==> config.mk <==
export PLATFORM = sky130hd
export DESIGN_NAME = mwm_div_cell
export DESIGN_NICKNAME = d
export VERILOG_FILES = /design/src/design/mwm_pkg.sv /design/src/design/mwm_div_cell.sv
export SDC_FILE = /design/constraint.sdc
export NUM_CORES = 1
export LEC_CHECK = 0
export ABC_AREA = 1
export BUFFER_PORTS_ARGS = -buffer_cell sky130_fd_sc_hd__buf_4
export CORE_MARGIN = 1.5
export CORE_UTILIZATION = 30
export CTS_BUF_LIST = sky130_fd_sc_hd__clkbuf_8
export DETAILED_ROUTE_END_ITERATION = 10
export GPL_ROUTABILITY_DRIVEN = 0
export PLACE_DENSITY = 0.64
export SYNTH_ARGS = -nofsm -noshare
export SYNTH_HDL_FRONTEND = slang
export SYNTH_SLANG_ARGS = --single-unit
==> constraint.sdc <==
create_clock -name clk_i -period 9.1 [get_ports clk_i]
set_input_delay 0 -clock clk_i [delete_from_list [all_inputs] [get_ports clk_i]]
set_output_delay 0 -clock clk_i [all_outputs]
set_load 0.01 [all_outputs]
==> src/design/mwm_pkg.sv <==
// Mecanum wheel mixer: shared widths, constants and pipeline word types.
// No dependencies; every other file of the block imports this package.
package mwm_pkg;

  localparam int unsigned SpeedW    = 16;  // command and wheel fields
  localparam int unsigned MagW      = 16;  // |speed| up to 32768
  localparam int unsigned SumW      = 17;  // |x|+|y|+|w| up to 98304
  localparam int unsigned ProdW     = 32;  // |combo| * max, below 2^32
  localparam int unsigned QuotW     = 16;  // quotient up to 32768
  localparam int unsigned NumWheels = 4;
  localparam int unsigned DivSteps  = QuotW;

  localparam logic [QuotW-1:0] WheelMax = 16'd32767;

  // one wheel's state inside the divider chain
  typedef struct packed {
    logic            neg;
    logic [SumW-1:0] rem;
    logic [QuotW-1:0] low;  // dividend bits still to consume, quotient bits shift in
  } mwm_lane_t;

  typedef struct packed {
    logic [SumW-1:0]                  divisor;
    mwm_lane_t [NumWheels-1:0]        lane;
  } mwm_word_t;

  // mixed command before scaling
  typedef struct packed {
    logic [MagW-1:0]                  peak;
    logic [SumW-1:0]                  divisor;
    logic [NumWheels-1:0]             neg;
    logic [NumWheels-1:0][SumW-1:0]   mag;
  } mwm_mix_t;

endpackage

==> src/design/mwm_div_cell.sv <==
// Mecanum wheel mixer: one cell of the divider chain, one quotient bit for all
// four wheels per cell, registered. Depends on mwm_pkg.
module mwm_div_cell (
  input  logic               clk_i,
  input  logic               rst_ni,
  input  logic               in_valid_i,
  output logic               in_ready_o,
  input  mwm_pkg::mwm_word_t in_word_i,
  output logic               out_valid_o,
  input  logic               out_ready_i,
  output mwm_pkg::mwm_word_t out_word_o
);
  import mwm_pkg::*;

  logic [SumW:0] rem2 [NumWheels];
  logic [SumW:0] diff [NumWheels];
  logic          ge [NumWheels];
  mwm_word_t     word_d, word_q;
  logic          valid_q;

  always_comb begin
    word_d = in_word_i;
    for (int k = 0; k < NumWheels; k++) begin
      rem2[k] = {in_word_i.lane[k].rem, in_word_i.lane[k].low[QuotW-1]};
      diff[k] = rem2[k] - {1'b0, in_word_i.divisor};
      ge[k]   = rem2[k] >= {1'b0, in_word_i.divisor};
      word_d.lane[k].rem = ge[k] ? diff[k][SumW-1:0] : rem2[k][SumW-1:0];
      word_d.lane[k].low = {in_word_i.lane[k].low[QuotW-2:0], ge[k]};
    end
  end

  assign in_ready_o = !valid_q || out_ready_i;

  always_ff @(posedge clk_i or negedge rst_ni) begin
    if (!rst_ni) begin
      valid_q <= 1'b0;
    end else if (in_ready_o) begin
      valid_q <= in_valid_i;
    end
  end

  always_ff @(posedge clk_i) begin
    if (in_ready_o && in_valid_i) begin
      word_q <= word_d;
    end
  end

  assign out_valid_o = valid_q;
  assign out_word_o  = word_q;

  a_rem_below_divisor: assert property (@(posedge clk_i) disable iff (!rst_ni)
    valid_q |-> (word_q.lane[0].rem < word_q.divisor) && (word_q.lane[1].rem < word_q.divisor)
             && (word_q.lane[2].rem < word_q.divisor) && (word_q.lane[3].rem < word_q.divisor))
    else $error("remainder not below divisor");

  a_divisor_nonzero: assert property (@(posedge clk_i) disable iff (!rst_ni)
    valid_q |-> word_q.divisor != '0)
    else $error("zero divisor in chain");

  a_stall_holds: assert property (@(posedge clk_i) disable iff (!rst_ni)
    valid_q && !out_ready_i |=> valid_q && $stable(word_q))
    else $error("cell lost its beat under stall");

endmodule

### Word level (Yosys, flattened, before mapping)

Index checks and enable logic that the tools add are counted.
W data, S select, Z words.

* input bits: 157
* register bits: 154
* ROM bits: 0
* memories kept: 0
* latch bits: 0
* word-level logic and storage cells: 29
* output and inout port bits: 155
* memory bits (writable): 0

* reductions and logical operators: 3
* shift operators: 0
* eq/ne operators: 0
* divide/modulo/power cells: 0
* $lt $le $gt $ge: 4
* multipliers: 0
* bitwise logic cells: 0
* add/subtract/negate cells: 4
* multiplexer cells: 4

Operators with widths (count)
* $ge A18 B17 Y1: 4
* $mux W17: 4
* $sub A17 B17 Y17: 4
* $logic_and A1 B1 Y1: 1
* $logic_not A1 Y1: 1
* $logic_or A1 B1 Y1: 1

### Logic depth before layout (Yosys ltp)

* word-level depth: 3
* gate-level depth with buffers: 15
* mapped depth without buffers: 14

### Least setup slack after synthesis

No wires, ideal clock.

* kind: register -> register
* start: register valid_q (netlist: out_valid_o)
* end: register word_q (netlist bit out_word_o[0]) (enable)
* buffers on the path: 0
* data required time: 8384 ps
* data arrival time: 7817 ps
* setup slack: 567 ps
* library setup time: 716 ps
* clock period less this slack: 8533 ps
* cell stages (with the launch flop): 2
* path through: dfrtp_1 > a21oi_1

* word-level cells in the longest chain between the ends: 3

RTL lines
* from (decl): line mwm_div_cell.sv:19 `logic valid_q;`
* from (signal assigned): line mwm_div_cell.sv:38 `valid_q <= in_valid_i;`
* $logic_not A1 Y1: line mwm_div_cell.sv:32 `assign in_ready_o = !valid_q || out_ready_i;`
* $logic_or A1 B1 Y1: line mwm_div_cell.sv:32
* $logic_and A1 B1 Y1: line mwm_div_cell.sv:43 `if (in_ready_o && in_valid_i) begin`
* to (signal assigned): line mwm_div_cell.sv:44 `word_q <= word_d;`
* to (decl): line mwm_div_cell.sv:18 `mwm_word_t word_d, word_q;`

No other way between the ends.
A chain may end at the register's enable or synchronous reset.

==> out/metrics.cfg <==
[worst_setup_path]
critPathArrivalTime_ns = 2.94
cp_slowest_stage_delay_ns = 0.54
worst_path_max_delay_cell = dlygate4sd3_1
path_class = primary input to flip-flop
crit_top_cell = nand2_1
cp-end-kind = flip-flop
critPathBufInv = 4
worstPathRequired_ns = 9.32
cpLargestDelayFamily = buffers and inverters
path_cells = dlygate4sd3_1 > buf_4 > inv_1 > ha_1 > nand2_1 > nor2_1 > nand3_1 > nand3_1 > nand2_1 > nand2_1 > inv_1 > nand2_1 > nand2_1
crit_fanout = 20
critPathLaunchType = primary input

[timing]
maxSlewViolCount = 0
setup_viol = 0
slew_headroom = 0.3504
finalSetupTns_ns = 0
setup_ws_ns = 6.383
fmax_mhz = 368.1
tightest_slew_ns = 0.9722
fin_skew_ns = 0.01269
fin_crit_ns = 2.717
grt_setup_unrepaired = false
finalHoldViolations = 0
post-route-period-util = 0.2986

[global_routing]
grt_pass1_wl_mm = 49.89
globalRouteTotalUtil = 0.1921
gr-total-overflow = 0
grt_max_degree = 65
grt_pass1_vias = 9531
antenna_found_initial = 1

[die]
pin_count = 312
die_area_um2 = 34700
rows = 66
core_um2 = 32780
die_h_um = 186.3
initial_core_util = 0.3074
die_x_um = 186.3

[cts]
htree_num_levels = 4
insertion_delay_ns = 0.46
cts_root_buf = clkbuf_8
path_clk_slew_ns = 0.09
clkSinkCount = 154
cts_buffer_depth = 2
cts_inserted_buffers = 17
cts_tree = built

[placement]
dp_hpwl_mm = 25.39
place_worst_setup_slack_ns = 6.446
io_buffers = 311

[synth]
syn_nets = 1497
syn_inst = 1268
avgSynthCellArea_um2 = 7.947
ys_types = 32
synth.ff_latch_count = 154
yosysSeqAreaShare = 0.4584
yosys_warnings = 0
synth_area_um2 = 10080

[route]
viasPerCell = 4.461
drtIter0Drc = 483
ant_nets = 0
vias = 9791
drc = 0
drtPass1Iterations = 5
post_drt_wl_per_cell_um = 15.47
wl_mm = 33.95

[final_layout]
fin_util = 0.4505
nets = 1968
drive_gt1_frac = 0.2095
final_cell_mix = 530 x nand2_1, 313 x buf_4, 220 x inv_1, 153 x dlygate4sd3_1, 153 x edfxtp_1
area_growth_pct = 46.56
final_common_cell = nand2_1

[min_path]
hold_path.class = primary input to flip-flop

[pwr]
power_mw = 1.995
irDropWorstVdd_uv = 81.74
leakage_nw = 7.578
power_density_nw_per_um2 = 135.1

[run]
drv_cap = 0

[status]
status = finished, final reports clean

cell usage after synthesis:
cell type / instances / share of area
buf_2: 3 / 0.0015
nor2_1: 54 / 0.020
and2_1: 4 / 0.0025
or2_1: 3 / 0.0019
fa_1: 4 / 0.0079
nor2_2: 1 / 0.00062
nand4_1: 6 / 0.0037
nor3_1: 7 / 0.0035
xor2_1: 25 / 0.022
nand3_1: 101 / 0.050
o21ai_0: 1 / 0.00050
nand3_2: 1 / 0.00099
xnor2_1: 3 / 0.0026
nor2_4: 3 / 0.0034
o21a_1: 2 / 0.0015
dfrtp_1: 1 / 0.0025
a21oi_1: 39 / 0.019
edfxtp_1: 153 / 0.46
nand2_2: 7 / 0.0043
nand2_1: 530 / 0.20
nand2_4: 6 / 0.0067
o21ai_1: 1 / 0.00050
buf_4: 7 / 0.0052
and3_1: 3 / 0.0019
buf_6: 3 / 0.0034
or2_0: 1 / 0.00062
inv_1: 219 / 0.082
nand3b_1: 7 / 0.0052
or2_2: 1 / 0.00062
nor4_4: 3 / 0.0063
ha_1: 68 / 0.084
buf_8: 1 / 0.0015
routing by layer:
layer / GRT usage / vias to the layer above / share of wire
li1: - / 4960 / -
met5: 0 / - / 0
met3: 0.02940 / 47 / 0.064
met2: 0.3422 / 343 / 0.48
met4: 0.08452 / 0 / 0.030
met1: 0.2286 / 4441 / 0.42
worst reg2reg max path: stages, from the launching register on:
cell and delay [ns]:
dfrtp_1 0.45, a21oi_4 0.79, buf_4 0.81
what timing repair did:
item / 4_1_cts / 5_1_grt
hold buffers: 153 / 0
endpoints found under the hold margin: 151 / 0
setup buffers: 0 / 0
resized for setup: 0 / 0
path summary, 6_finish.rpt:
path                           startpoint         endpoint  slack, ns  depth (start not counted)
min in group asynchronous          rst_ni      out_valid_o       0.37                          3
min                        in_word_i[100]   out_word_o[97]       0.16                          5
max                        in_word_i[143]  out_word_o[128]       6.38                         13
min reg2reg                   out_valid_o  out_word_o[113]       0.92                          1
max in group asynchronous          rst_ni      out_valid_o       8.64                          3
max reg2reg                   out_valid_o  out_word_o[142]       6.61                          2
kinds of logic after synthesis:
logic type / synth area share
and+or+nand+nor: 0.3099
buffers and inverters: 0.09312
DFF: 0.4584
adders and majority gates: 0.09238
AOI/OAI and AO/OA: 0.02185
xor gates and xnor gates: 0.02434
stage by stage:
step / cell area (um^2) / hold slack, ns / std cells
final: 14770 / 0.1596 / 2195
after floorplan: 10080 / -0.2956 / 1268
after detailed placement: 12870 / -0.2225 / 2009
after CTS: 14770 / 0.1187 / 2194
after global routing: 14770 / 0.1608 / 2195
after global placement: 12870 / -0.2232 / 2009
where the power goes:
| part | total, mW | switching (mW) | internal, mW |
|---|---|---|---|
| Combinational | 0.619 | 0.348 | 0.271 |
| Clock | 0.502 | 0.300 | 0.202 |
| Sequential | 0.874 | 0.0180 | 0.856 |
final cells by class:
class                   count  area, um^2
diodes                      1       2.502
multi-input cells         881        4531
clock buffers              18       247.7
repair buffers            466        3881
fillers                  3170       18010
clock inverters            14       112.6
well taps                 442       553.0
inverters                 219       822.0
flip-flops and latches    154        4619
state kept, by name (all words and copies together) (netlist names):
| signal | cells |
|---|---|
| out_valid_o | 1 |
| out_word_o | 153 |
Note: power is estimated with default switching activity, not from simulation.
