**src/design/mwm_pkg.sv**
```systemverilog
// Mecanum wheel mixer: shared widths, constants and pipeline word types.
// No dependencies; every other file of the block imports this package.
package mwm_pkg;

  localparam int unsigned SpeedW    = 16;  // command and wheel fields
  localparam int unsigned MagW      = 16;  // |speed| up to 32768
  localparam int unsigned SumW      = 17;  // |x|+|y|+|w| up to 98304
  localparam int unsigned ProdW     = 32;  // |combo| * max, below 2^32
  localparam int unsigned QuotW     = 16;  // quotient up to 32768
  localparam int unsigned NumWheels = 4;
  localparam int unsigned DivSteps  = QuotW;

  localparam logic [QuotW-1:0] WheelMax = 16'd32767;

  // one wheel's state inside the divider chain
  typedef struct packed {
    logic            neg;
    logic [SumW-1:0] rem;
    logic [QuotW-1:0] low;  // dividend bits still to consume, quotient bits shift in
  } mwm_lane_t;

  typedef struct packed {
    logic [SumW-1:0]                  divisor;
    mwm_lane_t [NumWheels-1:0]        lane;
  } mwm_word_t;

  // mixed command before scaling
  typedef struct packed {
    logic [MagW-1:0]                  peak;
    logic [SumW-1:0]                  divisor;
    logic [NumWheels-1:0]             neg;
    logic [NumWheels-1:0][SumW-1:0]   mag;
  } mwm_mix_t;

endpackage

```
**src/design/mwm_prep.sv**
```systemverilog
// Mecanum wheel mixer: magnitudes, peak, sum and wheel mixes, then the scaling
// multiply. Two register stages. Depends on mwm_pkg.
module mwm_prep (
  input  logic                             clk_i,
  input  logic                             rst_ni,
  input  logic                             in_valid_i,
  output logic                             in_ready_o,
  input  logic signed [mwm_pkg::SpeedW-1:0] strafe_i,
  input  logic signed [mwm_pkg::SpeedW-1:0] forward_i,
  input  logic signed [mwm_pkg::SpeedW-1:0] turn_i,
  output logic                             out_valid_o,
  input  logic                             out_ready_i,
  output mwm_pkg::mwm_word_t               out_word_o
);
  import mwm_pkg::*;

  logic signed [SumW:0] x_s, y_s, w_s;
  logic signed [SumW:0] ax_s, ay_s, aw_s;
  logic [MagW-1:0]      ax, ay, aw;
  logic [SumW-1:0]      sum;
  logic signed [SumW:0] combo [NumWheels];
  logic signed [SumW:0] combo_abs [NumWheels];
  mwm_mix_t             mix_d, mix_q;
  logic                 a_valid_q;
  logic                 a_ready, b_ready;
  logic [ProdW-1:0]     prod [NumWheels];
  mwm_word_t            word_d, word_q;
  logic                 b_valid_q;

  assign x_s = {{2{strafe_i[SpeedW-1]}}, strafe_i};
  assign y_s = {{2{forward_i[SpeedW-1]}}, forward_i};
  assign w_s = {{2{turn_i[SpeedW-1]}}, turn_i};

  assign ax_s = x_s[SumW] ? -x_s : x_s;
  assign ay_s = y_s[SumW] ? -y_s : y_s;
  assign aw_s = w_s[SumW] ? -w_s : w_s;
  assign ax = ax_s[MagW-1:0];
  assign ay = ay_s[MagW-1:0];
  assign aw = aw_s[MagW-1:0];
  assign sum = {1'b0, ax} + {1'b0, ay} + {1'b0, aw};

  assign combo[0] = y_s - x_s + w_s;
  assign combo[1] = y_s + x_s - w_s;
  assign combo[2] = y_s - x_s - w_s;
  assign combo[3] = y_s + x_s + w_s;

  always_comb begin
    mix_d = '0;
    mix_d.peak = ay;
    if (ax > mix_d.peak) begin
      mix_d.peak = ax;
    end
    if (aw > mix_d.peak) begin
      mix_d.peak = aw;
    end
    mix_d.divisor = (sum == '0) ? SumW'(1) : sum;
    for (int k = 0; k < NumWheels; k++) begin
      combo_abs[k]  = combo[k][SumW] ? -combo[k] : combo[k];
      mix_d.neg[k]  = combo[k][SumW];
      mix_d.mag[k]  = combo_abs[k][SumW-1:0];
    end
  end

  always_comb begin
    word_d = '0;
    word_d.divisor = mix_q.divisor;
    for (int k = 0; k < NumWheels; k++) begin
      prod[k]              = ProdW'(mix_q.mag[k]) * ProdW'(mix_q.peak);
      word_d.lane[k].neg   = mix_q.neg[k];
      word_d.lane[k].rem   = {1'b0, prod[k][ProdW-1:QuotW]};
      word_d.lane[k].low   = prod[k][QuotW-1:0];
    end
  end

  assign b_ready    = !b_valid_q || out_ready_i;
  assign a_ready    = !a_valid_q || b_ready;
  assign in_ready_o = a_ready;

  always_ff @(posedge clk_i or negedge rst_ni) begin
    if (!rst_ni) begin
      a_valid_q <= 1'b0;
      b_valid_q <= 1'b0;
    end else begin
      if (a_ready) begin
        a_valid_q <= in_valid_i;
      end
      if (b_ready) begin
        b_valid_q <= a_valid_q;
      end
    end
  end

  always_ff @(posedge clk_i) begin
    if (a_ready && in_valid_i) begin
      mix_q <= mix_d;
    end
    if (b_ready && a_valid_q) begin
      word_q <= word_d;
    end
  end

  assign out_valid_o = b_valid_q;
  assign out_word_o  = word_q;

endmodule

```
**config.mk**
```make
export PLATFORM = sky130hd
export DESIGN_NAME = mwm_prep
export DESIGN_NICKNAME = d
export VERILOG_FILES = /design/src/design/mwm_pkg.sv /design/src/design/mwm_prep.sv
export SDC_FILE = /design/constraint.sdc
export NUM_CORES = 2
export LEC_CHECK = 0
export BUFFER_PORTS_ARGS = -buffer_cell sky130_fd_sc_hd__buf_2
export CAP_MARGIN = 25
export CORE_ASPECT_RATIO = 0.75
export CORE_MARGIN = 10
export CORE_UTILIZATION = 35
export DETAILED_ROUTE_END_ITERATION = 12
export GPL_TIMING_DRIVEN = 1
export PLACE_DENSITY = 0.48
export REMOVE_ABC_BUFFERS = 1
export SYNTH_ARGS = -nofsm -noshare
export SYNTH_HDL_FRONTEND = slang
export SYNTH_SLANG_ARGS = --single-unit
export TNS_END_PERCENT = 1
```
**constraint.sdc**
```tcl
create_clock -name clk_i -period 7.65 [get_ports clk_i]
set_input_delay 0.765 -clock clk_i [delete_from_list [all_inputs] [get_ports clk_i]]
set_output_delay 0.765 -clock clk_i [all_outputs]
set_load 0.02 [all_outputs]
```
=== Word level (Yosys, flattened, before mapping) ===
Index checks and enable logic that the tools add are counted.

* Flip-flop bits (word level): 256
* Output and inout port bits: 155
* Logic and storage cells: 59

* Add/sub/neg operators: 15
* Multiply operators: 4
* Magnitude comparators: 2
* Multiplexer cells: 9
* Reductions and logical operators: 7

{| class="wikitable"
|+ Operators with widths
! cell !! count
|-
| multiplier 17 x 16 -> 32 bit || 4
|-
| 2-to-1 mux 16 bit || 5
|-
| 2-to-1 mux 17 bit || 4
|-
| negator 17 bit || 4
|-
| negator 16 bit || 3
|-
| adder 17 x 16 -> 18 bit || 2
|-
| subtractor 17 x 16 -> 18 bit || 2
|-
| adder 16 x 16 -> 17 bit || 2
|-
| greater-than comparator 16 bit || 2
|-
| adder 17 x 16 -> 17 bit || 1
|-
| logical NOT 17 bit || 1
|-
| subtractor 16 x 16 -> 17 bit || 1
|-
| logical AND 1 bit || 2
|-
| logical NOT 1 bit || 2
|-
| logical OR 1 bit || 2
|}

=== Depth between registers and ports, before layout ===
* Word-level depth: 6
* Gate-level depth with buffers: 28
* Gate-level depth less buffers: 27

=== Least setup slack after synthesis ===
Ideal clock, no wire load.

* Path type: input to register
* Start point: in forward_i[6] (netlist name)
* End point: reg mix_q[101] (netlist name) (data pin)
* Library setup time: 271 ps
* Data arrival time: 6,865 ps
* Data required time: 7,379 ps
* Path slack: 514 ps
* Stages: 26
* Path buffers: 2
* Cell sequence: or4_1 > or3_1 > nor3_1 > nand2b_1 > o31ai_1 > xor2_1 > inv_1 > ha_1 > nor4_1 > nand4b_1 > nor3_1 > a21oi_1 > a21oi_1 > clkbuf_1 > mux2i_1 > ha_1 > o21a_1 > o21a_1 > o21a_1 > o21a_1 > o21a_1 > o21ai_0 > a211oi_1 > o21ai_1 > buf_2 > mux2i_1

{| class="wikitable"
|+ RTL lines
! item !! RTL line !! text
|-
| start: declaration || mwm_prep.sv:9 || <nowiki>input logic signed [mwm_pkg::SpeedW-1:0] forward_i,</nowiki>
|-
| end signal: assignment || mwm_prep.sv:95 || <nowiki>mix_q <= mix_d;</nowiki>
|-
| end: declaration || mwm_prep.sv:23 || <nowiki>mwm_mix_t mix_d, mix_q;</nowiki>
|}

==> out/metrics.csv <==
metric;value;unit
drv_cap;0;
grt_antenna_before_repair;29;
start_kind;flop;
status;complete, no violations;
ys_dominant_reg_cell;edfxtp_1;
drv_slew;0;
cts_sinks;250;
cpMaxStageDelayCell;fa_1;
overflow;0;
ys_warn_count;0;
tritoncts;built;
gp_congestion;0.895;
hold_violations;0;
nFillCells;15100;
grt_max_degree;66;
netlist_instances;5528;
wirelength;150000;um
areaGrowthSynthToFinish;9.72;%
final_area;56700;sq um
setup_viol;0;
cts.clk_slew.worst_paths;60;ps
drt_iter0_markers;2369;
root_buffer;clkbuf_16;
std_cell_rows;122;
skew;32.2;ps
via_count;37500;
synth-edff-count;248;
syn-cell-area;51700;sq um
slowest_delay;570;ps
clock_path_buffers;3;
worst_slew_pin_slew;1010;ps
hold_path_class;in -> reg;
grt_pass1_wl;237000;um
cp_num_buf_inv;5;
crit_fanout;29;
ys_ff_latch;250;
cp-end-kind;flop;
core_area;147000;sq um
hpwl;122000;um
layout-drive-gt1-share;0.0781;
fin_tns_setup;0;ps
die_area;164000;sq um
clk_latency;640;ps
crit_family;adder cells;
io_buffers;202;
grt_pass1_vias;39100;
r2r-start;mix_q[90];
finalCritPeriodShare;0.954;
route.detailed.drc;0;
maxSlewHeadroom;0.317;
yosysSeqAreaShare;0.145;
placed_cell_area;55500;sq um
drt_pass1_iterations;8;
path_common_cell;fa_1;
track_usage;0.184;
fin_crit;7300;ps
die-height;353;um
vias_per_cell;4.87;
start_util;0.351;
ant_nets;0;
syn_avg_cell_area;9.35;sq um
synthArstFlopShare;0.00800;
yosys.cell_types.count;95;
cts_buffers;36;
cp.arrival;7650;ps
boundaryPins;207;
max_freq;137;MHz
crit_type;reg -> reg;
crit_chain;buf_4, nand2_1, fa_1, fa_1, fa_1, fa_1, inv_1, fa_1, inv_1, fa_1, inv_1, ha_1, and3_1, nand3_1, nor3_1, nor2_1, a31oi_1, a21oi_1, buf_4, o211ai_1, nand2_1, o21ai_0, xor2_1;
h-tree-depth;2;
worstSetupStartpoint;mix_q[90];
cp.required;8010;ps
hold_path.startpoint;in_valid_i;
final_nets;7158;
die_w;464;um
routedWlPerCell;19.5;um
-- final cells by class --
class	count	area (sq um)	share of cell area
inverters	1119	4200	0.0740
clock inverters	18	176	0.00311
flip-flops and latches	250	7500	0.132
multi-input cells	3938	39100	0.690
clock buffers	45	996	0.0176
well taps	1984	2480	0.0438
diodes	8	20.0	0.000353
repair buffers	340	2230	0.0394
-- synth_stat cells, types with 5 or more instances --
cell type     n  area [sq um]
xnor2_1     224          1960
nor4_1       15          93.8
nand2b_1     40           250
nand4_1      19           119
nand3b_1      6          45.0
or4_1        12          90.1
and3_1       18           113
a21boi_0      5          37.5
nand4b_1      5          43.8
buf_4         9          67.6
a31o_2        6          52.6
o22ai_1       6          37.5
edfxtp_1    248          7450
nor2_1      141           529
o21a_1       40           300
or3_1        14          87.6
fa_1        851         17000
o41ai_1       9          78.8
mux2i_1      34           340
nand3_1      33           165
inv_1      1117          4190
nor2b_1      30           188
mux2_2        5          56.3
and2_1      494          3090
nand2_1     664          2490
o21bai_1     47           353
or2_2         6          37.5
o31ai_1      25           188
a31oi_1      25           156
ha_1        570          7130
a221oi_1     10          87.6
a211oi_1     11          82.6
clkbuf_1    205           769
xor2_1       72           631
nor3b_1       5          37.5
a211o_1       7          61.3
and4_1        5          43.8
a41oi_1       7          61.3
o21ai_0     102           510
a21o_1       74           556
nor3_1       38           190
o211ai_1      9          67.6
a21oi_1     174           871
-- per-stage QoR --
stage,util,instances,hold slack [ps],setup slack (ps)
2_1_floorplan,-,5307,400,-389
3_3_place_gp,0.377,7629,401,138
3_5_place_dp,0.377,7630,407,180
4_1_cts,0.385,7694,314,122
5_1_grt,0.385,7699,350,-31.3
6_report,0.386,7702,363,353
-- kinds of logic (layout without fill, tap and decap cells) --
family | count (synthesis) | in the layout | synth area share
AND/OR/NAND/NOR | 1561 | 1561 | 0.150
adder cells (fa/ha/maj) | 1421 | 1421 | 0.467
buffers and inverters | 1343 | 1522 | 0.0991
AO/OA/AOI/OAI | 616 | 616 | 0.0800
XOR/XNOR | 297 | 297 | 0.0506
flip-flops | 250 | 250 | 0.145
multiplexers | 39 | 39 | 0.00767
other | 1 | 12 | 0.0000725
-- placed cells by master, fill, tap and decap left out, drive strengths merged, types with 7 or more instances in the layout --
| cell type | instances |
|---|---|
| buf | 339 |
| o21bai | 47 |
| diode | 8 |
| fa | 851 |
| and2 | 494 |
| nand2b | 40 |
| ha | 570 |
| nor4 | 15 |
| xnor2 | 224 |
| nand3 | 34 |
| a211oi | 12 |
| a41oi | 7 |
| nor2b | 31 |
| a21o | 75 |
| a21oi | 174 |
| nor3 | 38 |
| o41ai | 12 |
| o211ai | 9 |
| clkbuf | 45 |
| a221oi | 11 |
| nand2 | 664 |
| nand4 | 19 |
| or4 | 12 |
| or3 | 15 |
| inv | 1124 |
| and3 | 18 |
| edfxtp | 248 |
| a31oi | 26 |
| o31ai | 28 |
| mux2i | 34 |
| nor2 | 142 |
| o21a | 40 |
| a211o | 7 |
| o21ai | 106 |
| xor2 | 72 |
| clkinv | 7 |
-- per-layer routing --
layer	global-route usage	share of wire	vias up
li1	-	-	17600
met1	0.282	0.50	18800
met2	0.265	0.41	967
met3	0.0419	0.073	144
met4	0.0335	0.018	26
met5	0	0.0026	-
-- path summary, 6_finish.rpt --
| check | endpoint | slack, ps | cells after the start |
|---|---|---|---|
| setup / recovery | out_word_o[64] | 350 | 23 |
| hold / removal | a_valid_q | 360 | 2 |
| setup reg to reg | out_word_o[64] | 350 | 23 |
| hold reg to reg | out_word_o[137] | 420 | 0 |
| max in group asynchronous | a_valid_q | 7080 | 2 |
| min in group asynchronous | out_valid_o | 470 | 2 |
-- repair_timing --
action	in CTS	in global routing
endpoints found under the setup margin	0	8
hold buffers	1	0
setup buffers	0	0
resized for setup	0	5
endpoints found under the hold margin	2	0
-- state kept, by name, indices dropped and copies added (netlist names) --
signal and cells:
mix_q 102, out_word_o 146, a_valid_q 1, out_valid_o 1
Power is left out: the tool's default activity adds up to more than one toggle a clock period on the data nets, which glitch-free logic cannot reach.
