$ cat src/design/mwm_pkg.sv
// Mecanum wheel mixer: shared widths, constants and pipeline word types.
// No dependencies; every other file of the block imports this package.
package mwm_pkg;

  localparam int unsigned SpeedW    = 16;  // command and wheel fields
  localparam int unsigned MagW      = 16;  // |speed| up to 32768
  localparam int unsigned SumW      = 17;  // |x|+|y|+|w| up to 98304
  localparam int unsigned ProdW     = 32;  // |combo| * max, below 2^32
  localparam int unsigned QuotW     = 16;  // quotient up to 32768
  localparam int unsigned NumWheels = 4;
  localparam int unsigned DivSteps  = QuotW;

  localparam logic [QuotW-1:0] WheelMax = 16'd32767;

  // one wheel's state inside the divider chain
  typedef struct packed {
    logic            neg;
    logic [SumW-1:0] rem;
    logic [QuotW-1:0] low;  // dividend bits still to consume, quotient bits shift in
  } mwm_lane_t;

  typedef struct packed {
    logic [SumW-1:0]                  divisor;
    mwm_lane_t [NumWheels-1:0]        lane;
  } mwm_word_t;

  // mixed command before scaling
  typedef struct packed {
    logic [MagW-1:0]                  peak;
    logic [SumW-1:0]                  divisor;
    logic [NumWheels-1:0]             neg;
    logic [NumWheels-1:0][SumW-1:0]   mag;
  } mwm_mix_t;

endpackage

$ cat src/design/mwm_if.sv


interface mwm_wheel_if;
  import mwm_pkg::*;

  logic                     valid;
  logic                     ready;
  logic signed [SpeedW-1:0] wheel_one;
  logic signed [SpeedW-1:0] wheel_two;
  logic signed [SpeedW-1:0] wheel_three;
  logic signed [SpeedW-1:0] wheel_four;

  modport source (output valid, wheel_one, wheel_two, wheel_three, wheel_four, input ready);
  modport sink (input valid, wheel_one, wheel_two, wheel_three, wheel_four, output ready);
endinterface

$ cat src/design/mwm_out.sv
// Mecanum wheel mixer: clamp, sign and output register of the wheel speeds.
// Depends on mwm_pkg and mwm_wheel_if.
module mwm_out (
  input  logic               clk_i,
  input  logic               rst_ni,
  input  logic               in_valid_i,
  output logic               in_ready_o,
  input  mwm_pkg::mwm_word_t in_word_i,
  mwm_wheel_if.source        wheel_o
);
  import mwm_pkg::*;

  logic [QuotW-1:0]         sat [NumWheels];
  logic signed [SpeedW-1:0] wheel_d [NumWheels];
  logic signed [SpeedW-1:0] wheel_q [NumWheels];
  logic                     valid_q;

  always_comb begin
    for (int k = 0; k < NumWheels; k++) begin
      sat[k] = (in_word_i.lane[k].low > WheelMax) ? WheelMax : in_word_i.lane[k].low;
      wheel_d[k] = in_word_i.lane[k].neg ? -signed'(sat[k]) : signed'(sat[k]);
    end
  end

  assign in_ready_o = !valid_q || wheel_o.ready;

  always_ff @(posedge clk_i or negedge rst_ni) begin
    if (!rst_ni) begin
      valid_q <= 1'b0;
    end else if (in_ready_o) begin
      valid_q <= in_valid_i;
    end
  end

  always_ff @(posedge clk_i) begin
    if (in_ready_o && in_valid_i) begin
      wheel_q <= wheel_d;
    end
  end

  assign wheel_o.valid       = valid_q;
  assign wheel_o.wheel_one   = wheel_q[0];
  assign wheel_o.wheel_two   = wheel_q[1];
  assign wheel_o.wheel_three = wheel_q[2];
  assign wheel_o.wheel_four  = wheel_q[3];

  a_wheel_clamped: assert property (@(posedge clk_i) disable iff (!rst_ni)
    valid_q |-> (wheel_q[0] != 16'sh8000) && (wheel_q[1] != 16'sh8000)
             && (wheel_q[2] != 16'sh8000) && (wheel_q[3] != 16'sh8000))
    else $error("wheel speed outside clamp range");

endmodule

$ cat src/flat_wrapper.sv
// flat-port wrapper written by rule: the top's interface ports become plain ports
module mwm_out_flat import mwm_pkg::*;
  (clk_i, rst_ni, in_valid_i, in_ready_o, in_word_i, wheel_o_valid, wheel_o_wheel_one, wheel_o_wheel_two, wheel_o_wheel_three, wheel_o_wheel_four, wheel_o_ready);
  mwm_wheel_if wheel_o_i ();
  input  logic clk_i;
  input  logic rst_ni;
  input  logic in_valid_i;
  output logic in_ready_o;
  input  mwm_pkg::mwm_word_t in_word_i;
  output wire logic [$bits(wheel_o_i.valid)-1:0] wheel_o_valid;
  output wire logic [$bits(wheel_o_i.wheel_one)-1:0] wheel_o_wheel_one;
  output wire logic [$bits(wheel_o_i.wheel_two)-1:0] wheel_o_wheel_two;
  output wire logic [$bits(wheel_o_i.wheel_three)-1:0] wheel_o_wheel_three;
  output wire logic [$bits(wheel_o_i.wheel_four)-1:0] wheel_o_wheel_four;
  input wire logic [$bits(wheel_o_i.ready)-1:0] wheel_o_ready;
  assign wheel_o_valid = wheel_o_i.valid;
  assign wheel_o_wheel_one = wheel_o_i.wheel_one;
  assign wheel_o_wheel_two = wheel_o_i.wheel_two;
  assign wheel_o_wheel_three = wheel_o_i.wheel_three;
  assign wheel_o_wheel_four = wheel_o_i.wheel_four;
  assign wheel_o_i.ready = wheel_o_ready;
  mwm_out u_core (.clk_i(clk_i), .rst_ni(rst_ni), .in_valid_i(in_valid_i), .in_ready_o(in_ready_o), .in_word_i(in_word_i), .wheel_o(wheel_o_i));
endmodule
$ cat config.mk
export PLATFORM = sky130hd
export DESIGN_NAME = mwm_out_flat
export DESIGN_NICKNAME = d
export VERILOG_FILES = /design/src/design/mwm_pkg.sv /design/src/design/mwm_if.sv /design/src/design/mwm_out.sv /design/src/flat_wrapper.sv
export SDC_FILE = /design/constraint.sdc
export NUM_CORES = 1
export LEC_CHECK = 0
export BUFFER_PORTS_ARGS = -buffer_cell sky130_fd_sc_hd__buf_4
export CAP_MARGIN = 25
export CELL_PAD_IN_SITES_DETAIL_PLACEMENT = 1
export CELL_PAD_IN_SITES_GLOBAL_PLACEMENT = 1
export CORE_AREA = 2 2 114 116
export DETAILED_ROUTE_END_ITERATION = 12
export DIE_AREA = 0 0 116 118
export PLACE_DENSITY = 0.84
export SLEW_MARGIN = 40
export SYNTH_ARGS = -nofsm -noshare
export SYNTH_HDL_FRONTEND = slang
export SYNTH_SLANG_ARGS = --single-unit
$ cat constraint.sdc
create_clock -name clk_i -period 2.7 [get_ports clk_i]
set_input_delay 0.135 -clock clk_i [delete_from_list [all_inputs] [get_ports clk_i]]
set_output_delay 0.135 -clock clk_i [all_outputs]
set_load 0.005 [all_outputs]
== Word level (Yosys, flattened, before mapping) ==
Cells that the tools add are included.

* $lt $le $gt $ge: 4
* Muxes and demuxes: 8
* Reductions and logical operators: 3
* Add/subtract/negate cells: 4

{| class="wikitable"
|+ Operators by type and width
! cell !! number
|-
| $mux W16 || 8
|-
| $gt A16 B15 Y1 const B || 4
|-
| $neg A16 Y16 || 4
|-
| $logic_and A1 B1 Y1 || 1
|-
| $logic_not A1 Y1 || 1
|-
| $logic_or A1 B1 Y1 || 1
|}

* Input bits: 157
* Word-level logic and storage cells: 24
* Output and inout port bits: 66
* Bits in registers: 65

== Depth between registers and ports, before layout ==
Gate-level depths: netlist of the first run.

* Word-level depth: 4
* Gate-level depth with buffers: 9
* Mapped depth without buffers: 6

== Worst setup path after synthesis of the first run ==
Ideal clock, no wire load.

* Kind: flip-flop to flip-flop
* Start: register u_core.valid_q, in the netlist u_core.wheel_o.valid
* End: register u_core.wheel_q (netlist bit u_core.wheel_o.wheel_four[0]) (enable)
* Arrival: 2.029 ns
* Stages on the path, launching flop included: 3
* Clock period less this slack: 2.458 ns
* Path slack: 0.242 ns
* Required time: 2.271 ns
* Setup time: 0.429 ns
* Path buffers: 0
* Cell sequence: dfrtp_1 -> nand2b_1 -> and2_1

* Longest elaborated chain between the ends: 3

{| class="wikitable"
|+ RTL lines
! what !! line !! RTL
|-
| start: declaration || mwm_out.sv:16 || <nowiki>logic valid_q;</nowiki>
|-
| start signal: assignment || mwm_out.sv:31 || <nowiki>valid_q <= in_valid_i;</nowiki>
|-
| $logic_not A1 Y1 || mwm_out.sv:25 || <nowiki>assign in_ready_o = !valid_q || wheel_o.ready;</nowiki>
|-
| $logic_or A1 B1 Y1 || mwm_out.sv:25 ||
|-
| net in_ready_o || flat_wrapper.sv:8 || <nowiki>output logic in_ready_o;</nowiki>
|-
| $logic_and A1 B1 Y1 || mwm_out.sv:36 || <nowiki>if (in_ready_o && in_valid_i) begin</nowiki>
|-
| end signal: assignment || mwm_out.sv:37 || <nowiki>wheel_q <= wheel_d;</nowiki>
|-
| end: declaration || mwm_out.sv:15 || <nowiki>logic signed [SpeedW-1:0] wheel_q [NumWheels];</nowiki>
|}

The timed path passes the listed nets, and every way through them passes these cells.
A chain may end at the register's enable or synchronous reset.

==> impl_metrics.py, run 1 <==
metrics = {
    "hold_path": {
        "hold_path_startpoint": "in_word_i[68]",
        "hold_class": "input pin to register",
        "hold_end": "u_core.wheel_o.wheel_three[0]",
        "min_path_cells": 3,
    },
    "clocking": {
        "clk_latency_ns": 0.34,
        "clk_pin_slew_ns": 0.05,
        "h-tree-depth": 3,
        "cts_setup_buffers": 0,
        "cts_tree": "done",
        "cts-root-buf": "clkbuf_16",
        "cts.sinks": 65,
        "clockBufferDepth": 2,
        "ctsResizeCount": 0,
        "cts_buffers": 9,
    },
    "worst_setup_path": {
        "critPathMaxFanout": 22,
        "rrSetupSlack_ns": 1.32,
        "cp_num_buf_inv": 1,
        "cp_top_family": "simple AND/OR/NAND/NOR gates",
        "worst_path_max_delay_cell": "or4b_1",
        "critPathCaptureType": "register",
        "crit_type": "input pin to register",
        "rr_worst_depth": 3,
        "r2r_start": "u_core.wheel_o.valid",
        "path_cells": "buf_4 > nor2_1 > ha_1 > or4b_1 > nor4_1 > mux2i_1 > o21ai_0",
        "cp.required_ns": 2.78,
        "cp-start-kind": "input pin",
        "cpPeakStageDelay_ns": 0.60,
        "arrival_ns": 2.07,
        "r2r_end": "u_core.wheel_o.wheel_one[4]",
    },
    "finish": {
        "seqCellArea_sq_mm": 0.00195,
        "layout_common_cells": "buf_4, edfxtp_1, nor2_1",
        "fillers": 1438,
        "antenna_cells": 0,
        "fin_util_pct": 42.8,
        "final_cell_area_sq_mm": 0.00531,
        "syn2layout_area_growth_pct": 41.1,
        "multi_input_area_sq_mm": 0.00170,
        "drive_above_1_share_pct": 31.9,
        "nets": 670,
        "layout_commonest_cell": "buf_4",
    },
    "timing": {
        "hold_viol_final": 0,
        "grt_setup_unrepaired": "no",
        "setup_violations": 0,
        "relSlewSlack_pct": 56.7,
        "tightestPinTransition_ns": 0.643,
        "fmax_mhz": 503,
        "period_needed_ns": 1.99,
        "maxSlewViolCount": 0,
        "finalClockSkew_ns": 0.00707,
        "tns_ns": 0,
        "fin_crit_sh_pct": 73.7,
    },
    "die": {
        "core-area_sq_mm": 0.0124,
        "fp.dieW_um": 116,
        "rows": 41,
        "die_y_um": 118,
        "initial_core_util_pct": 30.3,
        "die-area_sq_mm": 0.0137,
        "io_pins": 223,
    },
    "place": {
        "place.gp.congestion": 0.785,
        "port_buffers": 137,
        "dp_hpwl_mm": 8.14,
        "placed_area_sq_mm": 0.00498,
    },
    "routing": {
        "routed_wirelength_mm": 11.0,
        "drtAntennaViolNets": 0,
        "vias_per_cell": 5.13,
        "drt_iter0_markers": 278,
        "wl_per_cell_um": 16.1,
        "route.detailed.drc": 0,
        "first_pass_iters": 4,
        "vias": 3520,
    },
    "pwr": {
        "intPower_uw": 2230,
        "switching_power_uw": 712,
        "power_density_mw_per_mm2": 554,
        "leakagePower_uw": 0.00205,
        "vdd_ir_drop_max_mv": 0.278,
        "p_comb_share_pct": 16.0,
        "p_seq_share_pct": 41.5,
        "p_sw_share_pct": 24.2,
        "p_clk_share_pct": 42.5,
    },
    "logic_synthesis": {
        "ys.flop_type": "edfxtp_1",
        "yosysSeqAreaShare_pct": 51.7,
        "synth_area_sq_mm": 0.00376,
        "synth-seq-cells": 65,
        "syn_nets": 535,
        "synth_cell_types": 52,
        "syn_inst": 374,
        "synthArstFlopShare_pct": 1.54,
        "avgSynthCellArea_sq_um": 10.1,
        "synth-edff-count": 64,
        "ys_warn_count": 0,
    },
    "status": {
        "status": "finished, final reports clean",
    },
    "global_routing": {
        "grt_pass1_wl_mm": 17.6,
        "antenna_found_initial": 0,
        "grt_usage_pct": 16.2,
        "gr-total-overflow": 0,
        "grt_max_degree": 65,
        "grt_pass1_vias": 3577,
    },
    "job": {
        "max-cap-violations": 0,
    },
}
[per-layer routing]
| layer | global-route usage [%] | share of wire, % | wire, um | vias to the layer above |
|---|---|---|---|---|
| met1 | 19.6 | 42 | 4680 | 1722 |
| li1 | - | - | - | 1685 |
| met3 | 4.02 | 4.9 | 541 | 13 |
| met4 | 6.55 | 1.7 | 188 | 0 |
| met5 | 0 | 0 | 0 | - |
| met2 | 27.4 | 51 | 5630 | 100 |
[final cells by class]
cell class	instances	share of cell area, %
clock buffers	9	4.24
clock inverters	7	1.60
inverters	12	0.849
multi-input cells	278	32.0
flip-flops and latches	65	36.7
well taps	172	4.05
repair buffers	143	20.6
[cell usage after synthesis, types with 3 or more instances]
cell type   n  area, sq um
a211oi_1    7         52.6
a21boi_0    3         22.5
a21o_1      7         52.6
a21oi_1    15         75.1
a31oi_1     3         18.8
clkbuf_1   16         60.1
edfxtp_1   64         1920
ha_1        4         50.1
inv_1      11         41.3
mux2i_1     3         30.0
nand2_1    19         71.3
nand2b_1    6         37.5
nand3_1    11         55.1
nand4_1     5         31.3
nor2_1     60          225
nor2b_1     7         43.8
nor3_1     17         85.1
nor3b_1     4         30.0
nor4_1      9         56.3
o211ai_1    8         60.1
o21ai_0    19         95.1
o22ai_1     3         18.8
o311ai_0    5         43.8
o31ai_1     5         37.5
or2_2       3         18.8
or3_1       3         18.8
or4_1       5         37.5
xnor2_1     6         52.6
xor2_1     17          149
[through the flow]
step | std cells | setup WS, ns | hold slack [ns] | power (uW)
2_1_floorplan | 374 | 0.242 | -0.161 | 1440
3_3_place_gp | 668 | 0.475 | -0.0895 | 1690
3_5_place_dp | 668 | 0.391 | -0.0881 | 1710
4_1_cts | 686 | 0.739 | 0.0745 | 2970
5_1_grt | 686 | 0.607 | 0.0905 | 3050
6_report | 686 | 0.710 | 0.0876 | 2940
[worst max-delay path by stage]
| stage | endpoint | startpoint | slack (ns) | cells after the start |
|---|---|---|---|---|
| 2_1_floorplan | u_core.wheel_o.wheel_four[0] | u_core.wheel_o.valid | 0.24 | 2 |
| 3_3_place_gp | u_core.wheel_o.wheel_four[10] | in_word_i[117] | 0.48 | 7 |
| 3_5_place_dp | u_core.wheel_o.wheel_four[10] | in_word_i[117] | 0.39 | 7 |
| 4_1_cts | u_core.wheel_o.wheel_four[10] | in_word_i[117] | 0.74 | 7 |
| 5_1_grt | u_core.wheel_o.wheel_four[10] | in_word_i[117] | 0.61 | 7 |
| 6_report | u_core.wheel_o.wheel_four[10] | in_word_i[117] | 0.71 | 7 |
[what timing repair did]
action                                  4_1_cts  5_1_grt
endpoints found under the setup margin        0        0
hold buffers                                  2        0
endpoints found under the hold margin         2        0
[logic make-up (layout without fill, tap and decap cells)]
group,count (synthesis),in the layout,share of synthesized area [%]
xor+xnor,23,23,5.35
fa+ha+maj,4,4,1.33
compound gates,90,90,16.3
simple gates,157,157,21.1
mux,4,4,1.10
buf+inv,31,171,3.13
flops,65,65,51.7
[worst reg2reg max path, stage by stage, from the launching register on]
cell and delay [ns]:
dfrtp_1 0.38, nand2b_1 0.13, and2_2 0.18, buf_12 0.32
[power by group through the flow]
stage / Clock [uW] / Sequential [uW] / Combinational [uW]
after floorplan: 0 / 1250 / 187
after global placement: 0 / 1240 / 447
after detailed placement: 0 / 1240 / 470
after CTS: 1270 / 1220 / 474
after global routing: 1310 / 1230 / 516
final: 1250 / 1220 / 471
[sequential cells by signal (all words and copies together) (netlist names)]
register,count
u_core.wheel_o.wheel_four,16
u_core.wheel_o.valid,1
u_core.wheel_o.wheel_three,16
u_core.wheel_o.wheel_one,16
u_core.wheel_o.wheel_two,16
No activity file was read; power rests on OpenSTA's default activity.
==> run 2: changes to the inputs <==
--- a/config.mk
+++ b/config.mk
@@ -5,14 +5,15 @@
 export SDC_FILE = /design/constraint.sdc
 export NUM_CORES = 1
 export LEC_CHECK = 0
+export ABC_AREA = 1
 export BUFFER_PORTS_ARGS = -buffer_cell sky130_fd_sc_hd__buf_4
 export CAP_MARGIN = 25
 export CELL_PAD_IN_SITES_DETAIL_PLACEMENT = 1
 export CELL_PAD_IN_SITES_GLOBAL_PLACEMENT = 1
-export CORE_AREA = 2 2 114 116
+export CORE_AREA = 2 2 122 124
 export DETAILED_ROUTE_END_ITERATION = 12
-export DIE_AREA = 0 0 116 118
-export PLACE_DENSITY = 0.84
+export DIE_AREA = 0 0 124 126
+export PLACE_DENSITY = 0.83
 export SLEW_MARGIN = 40
 export SYNTH_ARGS = -nofsm -noshare
 export SYNTH_HDL_FRONTEND = slang
==> constraint.sdc (replaced) <==
create_clock -name clk_i -period 1.6 [get_ports clk_i]
set_input_delay 0.08 -clock clk_i [delete_from_list [all_inputs] [get_ports clk_i]]
set_output_delay 0.08 -clock clk_i [all_outputs]
set_load 0.005 [all_outputs]
==> run 2 against run 1 <==
Net effect: core utilization decreased by 3.2 points; total power rose by 66%; clock skew shrank 0.0015 ns; global-route usage is 2.0 points lower; critical path type unchanged.
==> impl_metrics.py, run 2 <==
metrics = {
    "status": {
        "status": "finished, final reports clean",
    },
    "die": {
        "io_pins": 223,
        "rows": 44,
        "die_y_um": 126,
        "fp.dieW_um": 124,
        "die-area_sq_mm": 0.0156,
        "core-area_sq_mm": 0.0143,
        "initial_core_util_pct": 28.6,
    },
    "timing": {
        "fmax_mhz": 735,
        "relSlewSlack_pct": 76.0,
        "fin_crit_sh_pct": 85.0,
        "hold_viol_final": 0,
        "period_needed_ns": 1.36,
        "finalClockSkew_ns": 0.00558,
        "tightestPinTransition_ns": 0.359,
        "setup_violations": 0,
        "grt_setup_unrepaired": "no",
        "final.setup.worst_slack_ns": 0.240,
        "maxSlewViolCount": 0,
    },
    "finish": {
        "multi_input_area_sq_mm": 0.00176,
        "seqCellArea_sq_mm": 0.00195,
        "syn2layout_area_growth_pct": 38.4,
        "layout_commonest_cell": "buf_4",
        "drive_above_1_share_pct": 34.5,
        "layout_common_cells": "buf_4, nand2_1, inv_1",
        "fillers": 1728,
        "antenna_cells": 0,
        "nets": 787,
    },
    "logic_synthesis": {
        "yosysSeqAreaShare_pct": 47.6,
        "ys_warn_count": 0,
        "yosys.area.top_type": "edfxtp_1",
        "synth_common_cells": "nand2_1, inv_1, edfxtp_1",
        "synth_area_sq_mm": 0.00409,
        "syn_nets": 639,
        "syn_inst": 478,
        "synth_top_area_share_pct": 46.9,
        "avgSynthCellArea_sq_um": 8.56,
        "synth-edff-count": 64,
        "synthTopCellsByArea": "edfxtp_1, nand2_1, inv_1",
        "synth-seq-cells": 65,
        "ys.flop_type": "edfxtp_1",
        "synth_cell_types": 29,
        "synthArstFlopShare_pct": 1.54,
        "synth_most_common_cell": "nand2_1",
    },
    "clocking": {
        "cts_tree": "done",
        "clk_pin_slew_ns": 0.05,
        "cts.sinks": 65,
        "cts-root-buf": "clkbuf_16",
        "cts_buffers": 9,
        "clockBufferDepth": 2,
        "h-tree-depth": 3,
        "clk_latency_ns": 0.32,
    },
    "place": {
        "port_buffers": 137,
        "dp_hpwl_mm": 8.80,
        "place.gp.congestion": 0.781,
        "preCtsSetupSlack_ns": -0.0524,
    },
    "worst_setup_path": {
        "rrSetupSlack_ns": 0.28,
        "critPathCaptureType": "register",
        "rr_worst_depth": 2,
        "critPathMaxFanout": 3,
        "crit_type": "input pin to register",
        "cp.required_ns": 1.68,
        "r2r_end": "u_core.wheel_o.wheel_one[7]",
        "arrival_ns": 1.44,
        "r2r_start": "u_core.wheel_o.valid",
        "cp-start-kind": "input pin",
        "crit_end": "u_core.wheel_o.wheel_four[14]",
        "crit_start": "in_word_i[117]",
    },
    "pwr": {
        "power.total_uw": 4870,
        "leakagePower_uw": 0.00263,
        "power_density_mw_per_mm2": 860,
        "vdd_ir_drop_max_mv": 0.469,
    },
    "global_routing": {
        "grt_pass1_wl_mm": 17.4,
        "grt_max_degree": 65,
        "gr-total-overflow": 0,
        "grt_pass1_vias": 3824,
        "antenna_found_initial": 0,
        "grt_usage_pct": 14.2,
    },
    "routing": {
        "drtAntennaViolNets": 0,
        "drt_iter0_markers": 174,
        "routed_wirelength_mm": 10.9,
        "route.detailed.drc": 0,
        "first_pass_iters": 4,
        "vias": 3628,
        "wl_per_cell_um": 13.4,
        "vias_per_cell": 4.45,
    },
    "hold_path": {
        "hold_class": "input pin to register",
    },
    "job": {
        "max-cap-violations": 0,
    },
}
run 2: metal layers:
metal	vias up	GRT usage [%]	routed length, um
met5	-	0	0
met4	0	4.49	244
met3	21	3.62	623
met2	108	25.6	5580
met1	1707	16.2	4500
li1	1792	-	-
run 2: critical path: stages:
cell     delay (ns)
buf_4          0.13
nor2_1         0.15
ha_1           0.17
inv_1          0.05
nor2_1         0.12
nand2_1        0.07
nand2_1        0.08
nand3_1        0.16
nor2_4         0.16
nand3_1        0.12
nand2_1        0.09
inv_1          0.04
run 2: through the flow:
stage / instances / area (sq um) / TNS, ns / hold slack (ns) / util, %
after floorplan: 478 / 4110 / -21.67 / -0.216 / -
after global placement: 797 / 5370 / 0 / -0.144 / 37.5
after detailed placement: 797 / 5370 / -0.0524 / -0.144 / 37.5
after CTS: 815 / 5670 / 0 / 0.0135 / 39.6
after global routing: 815 / 5670 / 0 / 0.0312 / 39.6
final: 815 / 5670 / 0 / 0.0264 / 39.6
run 2: final cells by class:
| type | count | area share [%] |
|---|---|---|
| Sequential cell | 65 | 34.4 |
| Clock inverter | 4 | 0.795 |
| Clock buffer | 12 | 4.17 |
| Inverter | 76 | 5.03 |
| Tap cell | 184 | 4.06 |
| Multi-Input combinational cell | 323 | 31.0 |
| Timing Repair Buffer | 151 | 20.5 |
run 2: repair_timing:
item,4_1_cts,5_1_grt
buffers inserted,0,0
resized for setup,0,0
hold endpoints to repair,2,0
hold buffers,2,0
run 2: where the power goes:
part | total [uW] | internal (uW) | switching [uW]
clock network | 1900 | 1200 | 698
logic | 908 | 431 | 477
registers | 2070 | 2030 | 35.4
run 2: cells by family after synthesis:
logic type	Yosys count	synth area share [%]
compound gates	23	2.90
xor+xnor	33	7.06
fa+ha+maj	4	1.22
buf+inv	90	9.75
flops	65	47.6
simple gates	263	31.5
run 2: worst min path at each step:
stage               slack, ns  cells after the start                          end          from
floorplan               -0.22                      0         u_core.wheel_o.valid        rst_ni
CTS                      0.01                      3  u_core.wheel_o.wheel_one[0]  in_word_i[0]
detailed placement      -0.14                      1         u_core.wheel_o.valid        rst_ni
global route             0.03                      3  u_core.wheel_o.wheel_one[0]  in_word_i[0]
finish                   0.03                      3  u_core.wheel_o.wheel_one[0]  in_word_i[0]
global placement        -0.14                      1         u_core.wheel_o.valid        rst_ni
